$ cat config.mk
export PLATFORM = sky130hd
export DESIGN_NAME = epoch_to_calendar_date_unit
export DESIGN_NICKNAME = d
export VERILOG_FILES = /design/src/design/etcd_pkg.sv /design/src/design/etcd_recip.sv /design/src/design/epoch_to_calendar_date_unit.sv
export SDC_FILE = /design/constraint.sdc
export NUM_CORES = 2
export LEC_CHECK = 0
export BUFFER_PORTS_ARGS = -buffer_cell sky130_fd_sc_hd__buf_4
export CELL_PAD_IN_SITES_DETAIL_PLACEMENT = 1
export CELL_PAD_IN_SITES_GLOBAL_PLACEMENT = 2
export CORE_ASPECT_RATIO = 0.5
export CORE_MARGIN = 4
export CORE_UTILIZATION = 49
export CTS_CLUSTER_DIAMETER = 30
export CTS_CLUSTER_SIZE = 40
export DETAILED_ROUTE_END_ITERATION = 7
export GPL_ROUTABILITY_DRIVEN = 0
export PLACE_DENSITY = 0.95
export SYNTH_ARGS = -nofsm -noshare
export SYNTH_HDL_FRONTEND = slang
export SYNTH_SLANG_ARGS = --single-unit
export TNS_END_PERCENT = 100
$ cat constraint.sdc
create_clock -name clock -period 13.7 [get_ports clock]
set_clock_uncertainty 0.1 [all_clocks]
set_input_delay 1.37 -clock clock [delete_from_list [all_inputs] [get_ports clock]]
set_output_delay 1.37 -clock clock [all_outputs]
set_load 0.005 [all_outputs]
$ cat src/design/etcd_pkg.sv
// ----------------------------------------------------------------------------
// etcd_pkg
// Types and constants shared by the epoch to calendar date conversion unit.
// ----------------------------------------------------------------------------
`timescale 1ns / 1ps
`default_nettype none

package etcd_pkg;

   localparam int EPOCH_BITS  = 34;
   localparam int MILLIS_BITS = 10;

   localparam int EPOCH_2001_SECS = 978307200;
   localparam int SECS_PER_DAY    = 86400;
   localparam int SECS_PER_HOUR   = 3600;
   localparam int SECS_PER_MIN    = 60;
   localparam int DAYS_400Y       = 146097;
   localparam int DAYS_100Y       = 36524;
   localparam int DAYS_4Y         = 1461;
   localparam int DAYS_1Y         = 365;
   localparam int DAYS_PER_WEEK   = 7;

   localparam logic [11:0] YEAR_BASE = 12'd2001;

   // register select, taken from address bit 2
   localparam logic REG_USE_LOCAL = 1'b0;
   localparam logic REG_OFFSET    = 1'b1;

   typedef struct packed {
      logic [EPOCH_BITS-1:0]  epoch_seconds;
      logic [MILLIS_BITS-1:0] millis_in;
   } req_type;

   typedef struct packed {
      logic [11:0]            year;
      logic [3:0]             month;
      logic [4:0]             day_of_month;
      logic [4:0]             hour;
      logic [5:0]             minute;
      logic [5:0]             second;
      logic [MILLIS_BITS-1:0] millis_out;
      logic [2:0]             weekday;
      logic                   before_epoch;
   } rsp_type;

   // day of year (from 0) on which month idx+1 starts, non-leap year
   function automatic logic [8:0] month_start(input logic [3:0] idx);
      logic [8:0] v;
      case (idx)
         4'd0:    v = 9'd0;
         4'd1:    v = 9'd31;
         4'd2:    v = 9'd59;
         4'd3:    v = 9'd90;
         4'd4:    v = 9'd120;
         4'd5:    v = 9'd151;
         4'd6:    v = 9'd181;
         4'd7:    v = 9'd212;
         4'd8:    v = 9'd243;
         4'd9:    v = 9'd273;
         4'd10:   v = 9'd304;
         4'd11:   v = 9'd334;
         default: v = 9'd0;
      endcase
      return v;
   endfunction

endpackage

`default_nettype wire

$ cat src/design/etcd_recip.sv
// ----------------------------------------------------------------------------
// etcd_recip
// Unsigned division by a constant through a rounded-up reciprocal multiply;
// exact for every XW-bit dividend.
// ----------------------------------------------------------------------------
`timescale 1ns / 1ps
`default_nettype none

module etcd_recip #(
   parameter int XW  = 16,
   parameter int DIV = 3,
   parameter int QW  = 15
) (
   input  logic [XW-1:0] x,
   output logic [QW-1:0] q
);

   localparam int LW = $clog2(DIV);
   localparam int SH = XW + LW;
   localparam int PW = SH + QW;
   localparam logic [63:0] MUL64 = ((64'd1 << SH) + 64'(DIV) - 64'd1) / 64'(DIV);

   logic [PW-1:0] prod;

   assign prod = PW'(x) * PW'(MUL64);
   assign q    = prod[PW-1:SH];

endmodule

`default_nettype wire

$ cat src/design/epoch_to_calendar_date_unit.sv
// ----------------------------------------------------------------------------
// epoch_to_calendar_date_unit
// 12 register stages: stage 0 registers the request, stage 1 adds the local
// offset and subtracts the 2001 epoch, stages 2 to 10 do constant-reciprocal
// multiplies and multiply-subtracts, and stage 11 finds month and day.
// Throughput: one beat per cycle while rsp_ready is high; each of the 12
// pipeline stages holds its own beat and moves on once the next stage frees up.
// Reset clears all stage valids and the configuration registers (UTC, offset 0).
// ----------------------------------------------------------------------------
`timescale 1ns / 1ps
`default_nettype none

module epoch_to_calendar_date_unit #(
   parameter int SECONDS_BITS = 34
) (
   input  logic              clock,
   input  logic              reset,
   input  logic              req_valid,
   output logic              req_ready,
   input  etcd_pkg::req_type req_data,
   output logic              rsp_valid,
   input  logic              rsp_ready,
   output etcd_pkg::rsp_type rsp_data,
   input  logic              csr_psel,
   input  logic              csr_penable,
   input  logic              csr_pwrite,
   input  logic [2:0]        csr_paddr,
   input  logic [31:0]       csr_pwdata,
   output logic [31:0]       csr_prdata,
   output logic              csr_pready
);

   localparam int NSTG = 12;
   localparam int LAST = NSTG - 1;
   localparam int UB   = (SECONDS_BITS < etcd_pkg::EPOCH_BITS) ? SECONDS_BITS
                                                               : etcd_pkg::EPOCH_BITS;
   localparam int TB   = UB + 1;
   localparam int XB   = TB - 7;
   localparam logic [63:0] DMAX    = ((64'd1 << TB) - 64'd1) / 64'(etcd_pkg::SECS_PER_DAY);
   localparam int DB               = $clog2(DMAX + 64'd1);
   localparam logic [63:0] Q400MAX = DMAX / 64'(etcd_pkg::DAYS_400Y);
   localparam int Q400B            = (Q400MAX > 64'd0) ? $clog2(Q400MAX + 64'd1) : 1;
   localparam int WB               = (DB > 18) ? DB : 18;
   localparam int W7B              = DB - 2;

   // configuration
   logic        use_local_ff;
   logic [10:0] offset_ff;

   // handshake
   logic [LAST:0] vld_ff;
   logic [LAST:0] adv;

   // carried fields
   logic [9:0]  ms_ff  [0:10];
   logic        bef_ff [1:10];
   logic [11:0] yr_ff  [4:10];
   logic [4:0]  hr_ff  [4:10];
   logic [2:0]  wd_ff  [4:10];
   logic [5:0]  mn_ff  [6:10];
   logic [5:0]  sec_ff [7:10];

   // stage registers
   logic [UB-1:0]    sec0_ff;
   logic [TB-1:0]    t1_ff, t2_ff;
   logic [DB-1:0]    d2_ff, d3_ff;
   logic [16:0]      sod3_ff, sod4_ff;
   logic [Q400B-1:0] q400_3_ff;
   logic [W7B-1:0]   wq3_ff;
   logic [17:0]      r400_4_ff, r400_5_ff;
   logic [1:0]       q100_5_ff, q100_6_ff, q100_7_ff;
   logic [11:0]      rem5_ff, rem6_ff;
   logic [15:0]      r100_6_ff, r100_7_ff;
   logic [4:0]       q4_7_ff;
   logic [10:0]      r4_8_ff, r4_9_ff;
   logic             lc8_ff, lc9_ff;
   logic [1:0]       q1_9_ff;
   logic [8:0]       r1_10_ff;
   logic             leap10_ff;
   etcd_pkg::rsp_type out_ff;

   // combinational
   logic [16:0]      offs_sec;
   logic [UB+1:0]    adj_s, diff_s;
   logic [DB-1:0]    day_q;
   logic [Q400B-1:0] c400_q;
   logic [W7B-1:0]   wk_q;
   logic [TB-1:0]    sod_full;
   logic [WB-1:0]    r400_full;
   logic [DB-1:0]    wd_full;
   logic [4:0]       hr_q;
   logic [2:0]       q100_raw;
   logic [1:0]       q100_c;
   logic [16:0]      rem_full;
   logic [17:0]      r100_full;
   logic [5:0]       mn_q;
   logic [4:0]       c4_q;
   logic [11:0]      sec_full;
   logic [15:0]      r4_full;
   logic [2:0]       q1_raw;
   logic [1:0]       q1_c;
   logic [10:0]      r1_full;
   etcd_pkg::rsp_type out_in;

   // ---------------- configuration port ----------------
   assign csr_pready = 1'b1;

   always_ff @(posedge clock) begin
      if (reset) begin
         use_local_ff <= 1'b0;
         offset_ff    <= 11'd0;
      end else if (csr_psel && csr_penable && csr_pwrite && csr_pready) begin
         case (csr_paddr[2])
            etcd_pkg::REG_USE_LOCAL: use_local_ff <= csr_pwdata[0];
            etcd_pkg::REG_OFFSET:    offset_ff    <= csr_pwdata[10:0];
            default: ;
         endcase
      end
   end

   always_comb begin
      case (csr_paddr[2])
         etcd_pkg::REG_USE_LOCAL: csr_prdata = {31'd0, use_local_ff};
         etcd_pkg::REG_OFFSET:    csr_prdata = {21'd0, offset_ff};
         default:                 csr_prdata = 32'd0;
      endcase
   end

   // ---------------- pipeline control ----------------
   always_comb begin
      adv[LAST] = !vld_ff[LAST] || rsp_ready;
      for (int k = LAST - 1; k >= 0; k--) begin
         adv[k] = !vld_ff[k] || adv[k+1];
      end
   end

   assign req_ready = adv[0];
   assign rsp_valid = vld_ff[LAST];
   assign rsp_data  = out_ff;

   always_ff @(posedge clock) begin
      if (reset) begin
         vld_ff <= '0;
      end else begin
         if (adv[0]) begin
            vld_ff[0] <= req_valid;
         end
         for (int k = 1; k <= LAST; k++) begin
            if (adv[k]) begin
               vld_ff[k] <= vld_ff[k-1];
            end
         end
      end
   end

   // ---------------- datapath ----------------
   assign offs_sec = {{6{offset_ff[10]}}, offset_ff} * 17'd60;
   assign adj_s    = {2'b00, sec0_ff} +
                     (use_local_ff ? {{(UB - 15){offs_sec[16]}}, offs_sec} : '0);
   assign diff_s   = adj_s - (UB + 2)'(etcd_pkg::EPOCH_2001_SECS);

   etcd_recip #(.XW(XB), .DIV(675), .QW(DB)) u_day (
      .x (t1_ff[TB-1:7]),
      .q (day_q)
   );

   etcd_recip #(.XW(DB), .DIV(etcd_pkg::DAYS_400Y), .QW(Q400B)) u_c400 (
      .x (d2_ff),
      .q (c400_q)
   );

   etcd_recip #(.XW(DB), .DIV(etcd_pkg::DAYS_PER_WEEK), .QW(W7B)) u_wk (
      .x (d2_ff),
      .q (wk_q)
   );

   assign sod_full  = t2_ff - TB'(d2_ff) * TB'(etcd_pkg::SECS_PER_DAY);
   assign r400_full = WB'(d3_ff) - WB'(q400_3_ff) * WB'(etcd_pkg::DAYS_400Y);
   assign wd_full   = d3_ff - DB'(wq3_ff) * DB'(etcd_pkg::DAYS_PER_WEEK);

   etcd_recip #(.XW(17), .DIV(etcd_pkg::SECS_PER_HOUR), .QW(5)) u_hr (
      .x (sod3_ff),
      .q (hr_q)
   );

   etcd_recip #(.XW(18), .DIV(etcd_pkg::DAYS_100Y), .QW(3)) u_c100 (
      .x (r400_4_ff),
      .q (q100_raw)
   );

   assign q100_c   = (q100_raw > 3'd3) ? 2'd3 : q100_raw[1:0];
   assign rem_full = sod4_ff - 17'(hr_ff[4]) * 17'(etcd_pkg::SECS_PER_HOUR);

   assign r100_full = r400_5_ff - 18'(q100_5_ff) * 18'(etcd_pkg::DAYS_100Y);

   etcd_recip #(.XW(12), .DIV(etcd_pkg::SECS_PER_MIN), .QW(6)) u_mn (
      .x (rem5_ff),
      .q (mn_q)
   );

   etcd_recip #(.XW(16), .DIV(etcd_pkg::DAYS_4Y), .QW(5)) u_c4 (
      .x (r100_6_ff),
      .q (c4_q)
   );

   assign sec_full = rem6_ff - 12'(mn_ff[6]) * 12'(etcd_pkg::SECS_PER_MIN);
   assign r4_full  = r100_7_ff - 16'(q4_7_ff) * 16'(etcd_pkg::DAYS_4Y);

   etcd_recip #(.XW(11), .DIV(etcd_pkg::DAYS_1Y), .QW(3)) u_c1 (
      .x (r4_8_ff),
      .q (q1_raw)
   );

   assign q1_c    = (q1_raw > 3'd3) ? 2'd3 : q1_raw[1:0];
   assign r1_full = r4_9_ff - 11'(q1_9_ff) * 11'(etcd_pkg::DAYS_1Y);

   // month and day from day of year
   always_comb begin
      logic [3:0] mon;
      logic [8:0] st;
      mon = 4'd12;
      for (int m = 11; m >= 1; m--) begin
         if (r1_10_ff < etcd_pkg::month_start(4'(m)) +
                        ((m >= 2) ? 9'(leap10_ff) : 9'd0)) begin
            mon = 4'(m);
         end
      end
      st = etcd_pkg::month_start(mon - 4'd1) + ((mon >= 4'd3) ? 9'(leap10_ff) : 9'd0);
      out_in              = '0;
      out_in.millis_out   = ms_ff[10];
      out_in.before_epoch = bef_ff[10];
      if (!bef_ff[10]) begin
         out_in.year         = yr_ff[10];
         out_in.month        = mon;
         out_in.day_of_month = 5'(r1_10_ff - st + 9'd1);
         out_in.hour         = hr_ff[10];
         out_in.minute       = mn_ff[10];
         out_in.second       = sec_ff[10];
         out_in.weekday      = wd_ff[10];
      end
   end

   always_ff @(posedge clock) begin
      if (adv[0]) begin
         sec0_ff  <= req_data.epoch_seconds[UB-1:0];
         ms_ff[0] <= req_data.millis_in;
      end
      if (adv[1]) begin
         t1_ff     <= diff_s[UB:0];
         bef_ff[1] <= diff_s[UB+1];
      end
      if (adv[2]) begin
         d2_ff <= day_q;
         t2_ff <= t1_ff;
      end
      if (adv[3]) begin
         sod3_ff   <= sod_full[16:0];
         d3_ff     <= d2_ff;
         q400_3_ff <= c400_q;
         wq3_ff    <= wk_q;
      end
      if (adv[4]) begin
         r400_4_ff <= r400_full[17:0];
         sod4_ff   <= sod3_ff;
         hr_ff[4]  <= hr_q;
         wd_ff[4]  <= wd_full[2:0];
         yr_ff[4]  <= etcd_pkg::YEAR_BASE + 12'(q400_3_ff) * 12'd400;
      end
      if (adv[5]) begin
         r400_5_ff <= r400_4_ff;
         q100_5_ff <= q100_c;
         rem5_ff   <= rem_full[11:0];
         yr_ff[5]  <= yr_ff[4];
      end
      if (adv[6]) begin
         r100_6_ff <= r100_full[15:0];
         q100_6_ff <= q100_5_ff;
         rem6_ff   <= rem5_ff;
         mn_ff[6]  <= mn_q;
         yr_ff[6]  <= yr_ff[5] + 12'(q100_5_ff) * 12'd100;
      end
      if (adv[7]) begin
         r100_7_ff <= r100_6_ff;
         q100_7_ff <= q100_6_ff;
         q4_7_ff   <= c4_q;
         sec_ff[7] <= sec_full[5:0];
         yr_ff[7]  <= yr_ff[6];
      end
      if (adv[8]) begin
         r4_8_ff  <= r4_full[10:0];
         lc8_ff   <= (q4_7_ff != 5'd24) || (q100_7_ff == 2'd3);
         yr_ff[8] <= yr_ff[7] + 12'(q4_7_ff) * 12'd4;
      end
      if (adv[9]) begin
         r4_9_ff  <= r4_8_ff;
         q1_9_ff  <= q1_c;
         lc9_ff   <= lc8_ff;
         yr_ff[9] <= yr_ff[8];
      end
      if (adv[10]) begin
         r1_10_ff  <= r1_full[8:0];
         leap10_ff <= (q1_9_ff == 2'd3) && lc9_ff;
         yr_ff[10] <= yr_ff[9] + 12'(q1_9_ff);
      end
      if (adv[LAST]) begin
         out_ff <= out_in;
      end
      for (int k = 1; k <= 10; k++) begin
         if (adv[k]) begin
            ms_ff[k] <= ms_ff[k-1];
         end
      end
      for (int k = 2; k <= 10; k++) begin
         if (adv[k]) begin
            bef_ff[k] <= bef_ff[k-1];
         end
      end
      for (int k = 5; k <= 10; k++) begin
         if (adv[k]) begin
            hr_ff[k] <= hr_ff[k-1];
            wd_ff[k] <= wd_ff[k-1];
         end
      end
      for (int k = 7; k <= 10; k++) begin
         if (adv[k]) begin
            mn_ff[k] <= mn_ff[k-1];
         end
      end
      for (int k = 8; k <= 10; k++) begin
         if (adv[k]) begin
            sec_ff[k] <= sec_ff[k-1];
         end
      end
   end

endmodule

`default_nettype wire
Word level (Yosys, flattened, before mapping)
Memory sizes are Yosys's and may differ from the RTL's. A register that Yosys moved wholly into a read port is not among the register bits. Cells that the tools add are included.

Add/sub/neg operators: 28. Multiply operators: 19. Magnitude comparators: 14. Eq/ne operators: 3. Mux-type cells: 36. Bitwise gates (word level): 1. Reductions and logical operators: 30.

Operator list (number): case mux 32 bit (2 select lines) (1); less-than comparator 9 bit (7); multiplier 28 x 29 -> 57 bit, second input constant (1); 2-to-1 mux 4 bit (10); multiplier 19 x 20 -> 39 bit, second input constant (1); multiplier 19 x 19 -> 38 bit, second input constant (1); multiplier 18 x 19 -> 37 bit, second input constant (1); adder 34 x 36 -> 36 bit (1); adder 8 x 1 -> 9 bit, first input constant (4); 2-to-1 mux 36 bit (1); subtractor 36 x 30 -> 36 bit, second input constant (1); multiplier 17 x 18 -> 34 bit, second input constant (1); multiplier 16 x 15 -> 30 bit, second input constant (1); adder 9 x 1 -> 9 bit, first input constant (3); multiplier 11 x 12 -> 23 bit, second input constant (1); multiplier 12 x 12 -> 23 bit, second input constant (1); 2-to-1 mux 1 bit (23); multiplier 19 x 10 -> 10 bit, second input constant (1); less-than comparator 9 x 8 -> 1 bit (2); multiplier 2 x 18 -> 18 bit, second input constant (1); subtractor 18 bit (1); multiplier 17 x 3 -> 3 bit, second input constant (1); multiplier 17 x 4 -> 15 bit, second input constant (1); subtractor 17 bit (1); other kinds (34) (64).

Bits in registers: 329. RAM bits: 314. ROM bits: 144. Input bits: 86. Output and inout port bits: 87. Logic and storage cells: 182. Memories: 8.

Memory list: (name not given) (words 16, width 9, rd ports 1, clocked after Yosys merged registers in 0, write ports 0, line etcd_pkg.sv:49) `case (idx)`; ms_ff (words 11, width 10, rd ports 11, clocked after Yosys merged registers in 1, write ports 11, line epoch_to_calendar_date_unit.sv:55) `logic [9:0] ms_ff [0:10];`; yr_ff (words 7, width 12, rd ports 7, clocked after Yosys merged registers in 1, write ports 7, line epoch_to_calendar_date_unit.sv:57) `logic [11:0] yr_ff [4:10];`; hr_ff (words 7, width 5, rd ports 7, clocked after Yosys merged registers in 1, write ports 7, line epoch_to_calendar_date_unit.sv:58) `logic [4:0] hr_ff [4:10];`; mn_ff (words 5, width 6, rd ports 5, clocked after Yosys merged registers in 1, write ports 5, line epoch_to_calendar_date_unit.sv:60) `logic [5:0] mn_ff [6:10];`; sec_ff (words 4, width 6, rd ports 4, clocked after Yosys merged registers in 1, write ports 4, line epoch_to_calendar_date_unit.sv:61) `logic [5:0] sec_ff [7:10];`; 2 more memories.

Depth between registers and ports, before layout
Depth in word-level cells: 18. Depth in mapped cells: 26. Mapped depth without buffers: 26.

Hierarchy
Synthesis repeated with hierarchy kept, for this count alone.

Cell total of the unflattened synthesis: 6059. Area, all modules: 68648.3 um^2.

By module, submodules not included: epoch_to_calendar_date_unit (instances 1, cells each 2050, area an instance 29629.7 um^2, sequential area each 19308.5 um^2); etcd_recip at u_day (instances 1, cells each 1103, area an instance 10677.7 um^2, sequential area each 0.0 um^2); etcd_recip at u_c100 (instances 1, cells each 599, area an instance 5880.6 um^2, sequential area each 0.0 um^2); etcd_recip at u_c400 (instances 1, cells each 543, area an instance 5530.3 um^2, sequential area each 0.0 um^2); etcd_recip at u_c4 (instances 1, cells each 446, area an instance 4525.6 um^2, sequential area each 0.0 um^2); etcd_recip at u_wk (instances 1, cells each 485, area an instance 4489.3 um^2, sequential area each 0.0 um^2); etcd_recip at u_hr (instances 1, cells each 474, area an instance 4474.3 um^2, sequential area each 0.0 um^2); etcd_recip at u_c1 (instances 1, cells each 215, area an instance 2122.0 um^2, sequential area each 0.0 um^2); etcd_recip at u_mn (instances 1, cells each 144, area an instance 1318.8 um^2, sequential area each 0.0 um^2).

Worst setup path after synthesis
No wires, ideal clock.

Path kind: input -> output. From: input port rsp_ready. To: output port req_ready. Data arrival time: 7.483 ns. Slack: 4.747 ns. Stages on the path: 7. Cells stage by stage: nor2b_1 -> inv_1 -> nor2_1 -> nand3_1 -> nor2_1 -> nand4_1 -> or2_2.

Longest elaborated chain between the ends: 12.

Ends and longest elaborated chain: start: declaration (line epoch_to_calendar_date_unit.sv:22) `input logic rsp_ready,`; logical OR 1 bit (line epoch_to_calendar_date_unit.sv:131) `adv[LAST] = !vld_ff[LAST] || rsp_ready;`; named net adv[11] (line epoch_to_calendar_date_unit.sv:52) `logic [LAST:0] adv;`; logical OR 1 bit (6 in a row) (line epoch_to_calendar_date_unit.sv:133) `adv[k] = !vld_ff[k] || adv[k+1];`; named net adv[5] (line epoch_to_calendar_date_unit.sv:52); logical OR 1 bit (4 in a row) (line epoch_to_calendar_date_unit.sv:133); named net adv[1] (line epoch_to_calendar_date_unit.sv:52); logical OR 1 bit (line epoch_to_calendar_date_unit.sv:133); end: declaration (line epoch_to_calendar_date_unit.sv:19) `output logic req_ready,`.

The timed path passes the listed nets, and every way through them passes these cells.

Worst setup path in the final report
From: register t1_ff[26]. To: register d2_ff[18] (data pin).

Longest elaborated chain between the ends: 1.

Ends and longest elaborated chain: start: declaration (line epoch_to_calendar_date_unit.sv:65) `logic [TB-1:0] t1_ff, t2_ff;`; start signal: assignment (line epoch_to_calendar_date_unit.sv:249) `t1_ff <= diff_s[UB:0];`; multiplier 28 x 29 -> 57 bit (line etcd_recip.sv:25) `assign prod = PW'(x) * PW'(MUL64);`; named net day_q[18] (line epoch_to_calendar_date_unit.sv:85) `logic [DB-1:0] day_q;`; end signal: assignment (line epoch_to_calendar_date_unit.sv:253) `d2_ff <= day_q;`; end: declaration (line epoch_to_calendar_date_unit.sv:66) `logic [DB-1:0] d2_ff, d3_ff;`.

The timed path passes the listed nets, and every way through them passes these cells. A chain may end at the register's enable or synchronous reset.

==> impl_metrics.csv <==
group,metric,value,unit
status,status,"complete, no violations",
synth,synthFlopType,"edfxtp_1",
detailed_routing,drtPass1Iterations,5,
global_route,grt_max_degree,60,
setup_path,path_buf_inv,4,
synth,ys_seq_elements,651,
setup_path,r2r_end,"d2_ff[18]",
global_route,grt_pass1_wl,273.4,mm
setup_path,arrival,7.79,ns
sta,worstMarginPinSlew,1.288,ns
floorplan,start_util,49.44,%
setup_path,cpMostUsedCell,"fa_1",
setup_path,crit_family,"adder cells",
place,dp_hpwl,127.4,mm
global_route,grt-busiest-layer,"met2",
cts,cts_hold_buf,0,
synth,ys_top_cells_by_area,"edfxtp_1 (29%), ha_1 (26%), fa_1 (24%), inv_1 (8.4%), xnor2_1 (2.2%)",
sta,relSlewSlack,14.14,%
sta,fmax,133.4,MHz
worst_hold_path,min_to,"ms_ff[1][6]",
setup_path,r2r_cells,21,
floorplan,io_pins,173,
floorplan,coreArea,131800,µm²
synth,synth_top_area_share,28.88,%
detailed_routing,drtIter0Drc,2132,
setup_path,critPathMaxStageDelay,0.81,ns
setup_path,slowest_stage,"edfxtp_1",
cts,cts_buffer_depth,3,
setup_path,path_max_fanout,9,
sta,finalHoldViolCount,0,
synth,yosysSeqAreaShare,29.62,%
global_route,grt_use_met3,3.306,%
cells_and_area,antenna-diode-count,0,
synth,synth_area,65190,µm²
global_route,first_global_vias,48500,
cells_and_area,syn_to_final_growth,9.829,%
cts,clk_pin_slew,0.07,ns
global_route,grt_use_met2,46.76,%
worst_hold_path,holdPathStages,0,
cts,post-cts-setup-buffer-count,0,
detailed_routing,via_per_inst,5.378,
floorplan,design.die.area,139300,µm²
cts,htree_levels,3,
sta,rsz0062_at_grt,"no",
worst_hold_path,hold_class,"register to register",
synth,async_reset_ff_share,0,%
cells_and_area,final_layout_size_suffix_gt1_share,5.818,%
sta,fin_crit,7.494,ns
setup_path,ff2ff_setup_slack,6.21,ns
synth,synth.largest_area_cell,"edfxtp_1",
setup_path,required,13.99,ns
global_route,gr-total-overflow,0,
sta,period_share,54.70,%
global_route,gr-usage-met1,29.90,%
sta,setup_tns,0,ns
synth,synth_edf_count,627,
global_route,grt_usage,25.21,%
sta,finalSetupViolations,0,
flow_run,cap_violations,0,
sta,hold_ws,0.2988,ns
floorplan,die_w,523.8,µm
cells_and_area,final_area,71600,µm²
sta,slew_viol_final,0,
floorplan,die-height,265.9,µm
detailed_routing,vias,40890,
cts,clk_latency,0.71,ns
synth,avgSynthCellArea,11.79,µm²
floorplan,fp-row-count,94,
worst_hold_path,worstHoldStart,"ms_ff[0][6]",
setup_path,cp_cell_sequence,"ha_1 -> fa_1 -> inv_1 -> fa_1 -> fa_1 -> inv_1 -> fa_1 -> inv_1 -> fa_1 -> fa_1 -> inv_1 -> ha_1 -> and3_1 -> and3_1 -> nand3_1 -> a2111oi_2 -> nor3_2 -> o31ai_4 -> a2111oi_1 -> nor3_1 -> xnor2_1",
synth,synth_cell_types,77,
global_route,antenna_found_initial,0,
setup_path,end_kind,"register",
cells_and_area,final_nets,7948,
setup_path,startpoint_type,"register",
place,postPlaceCellArea,68380,µm²
detailed_routing,postRouteAntennaNets,0,
synth,yosysWarningCount,0,
synth,synthCells,5529,
setup_path,crit_type,"register to register",
detailed_routing,routedWlPerCell,22.47,µm
cts,cts_resized,0,
detailed_routing,wirelength,170.8,mm
cts,cts_tree,"built",
cts,cts_buffers,92,
place,io_buffers,127,
cts,cts_sinks,651,
cts,cts_root_buf,"clkbuf_16",
setup_path,r2r-start,"t1_ff[26]",
detailed_routing,drc_errors,0,
## placed cells by master, fill, tap and decap left out, types with 25 or more instances in the layout
cell and count:
a21o_1 79, a21oi_1 187, buf_4 148, clkbuf_16 92, edfxtp_1 627, fa_1 771
ha_1 1338, inv_1 1463, nand2_1 114, nand3_1 30, nand4_1 29, nor2_1 126
nor2b_1 57, nor3_1 25, o21ai_0 78, o21bai_1 30, xnor2_1 166, xor2_1 68
## synthesized netlist by cell type, types with 6 or more instances
cell      number
a211oi_1      22
xor2_1        68
o21ai_1        6
o21a_1        24
fa_1         771
nand3_1       32
a21o_1        79
edfxtp_1     627
a21oi_1      187
nand4_1       29
inv_1       1467
or2_2         10
nand2_1      118
clkbuf_1      12
nor3_1        25
ha_1        1338
o211ai_1      12
and3_1        24
xnor2_1      166
nor2_1       126
o21ai_0       78
o21bai_1      30
buf_4         23
nand2b_1      22
or3_1         13
and4_1         6
and2_1        11
a31oi_1       17
dfxtp_1       24
nor2b_1       57
## flip-flops by register name, indices dropped and copies added, names as in the netlist, 12 cells and up
signal / flops
yr_ff: 66
r100_6_ff: 16
sod4_ff: 12
r400_4_ff: 18
d2_ff: 19
sec0_ff: 34
rsp_data: 52
t1_ff: 35
sec_ff: 24
ms_ff: 110
hr_ff: 35
mn_ff: 30
d3_ff: 18
sod3_ff: 17
vld_ff: 12
wd_ff: 21
t2_ff: 17
rem5_ff: 12
r400_5_ff: 16
## cell families after synthesis
kind of cell	Yosys count	share of synthesized area, %
and+or+nand+nor	492	3.739
AOI/OAI and AO/OA	530	5.234
muxes	4	0.06334
other	2	0.01152
adders and majority gates	2109	49.36
buffers and inverters	1507	8.833
DFF	651	29.62
xor gates and xnor gates	234	3.144
## stage by stage
stage	util, %	setup WS [ns]	cells
floorplan	-	4.747	5549
global placement	51.86	6.382	7435
detailed placement	51.86	6.197	7435
CTS	54.30	6.173	7603
global route	54.30	5.744	7603
finish	54.30	6.206	7603
## area by class of cell
cell class / instances / area (µm²)
clock buffers: 99 / 2328
clock inverters: 69 / 889.6
fillers: 13620 / 60250
inverters: 1469 / 5519
multi-input cells: 3391 / 40220
flip-flops and latches: 651 / 19310
well taps: 1776 / 2222
repair buffers: 148 / 1111
## worst max-delay path by stage
stage          slack [ns]    startpoint         to  depth (start not counted)
2_1_floorplan        4.75     rsp_ready  req_ready                          7
3_3_place_gp         6.38     t1_ff[26]  d2_ff[18]                         21
3_5_place_dp         6.20     t1_ff[27]  d2_ff[18]                         23
4_1_cts              6.17     t1_ff[27]  d2_ff[18]                         23
5_1_grt              5.74  offset_ff[1]  t1_ff[33]                         24
6_report             6.21     t1_ff[26]  d2_ff[18]                         21
## per-layer routing
layer  share of wire [%]  routed length (µm)
met3                 3.6                6212
met1                  39               67140
met5                   0                   0
met4                 3.8                6418
met2                  53               91040
Power is left out: the tool's default activity adds up to more than one toggle a clock period on the data nets, which glitch-free logic cannot reach.
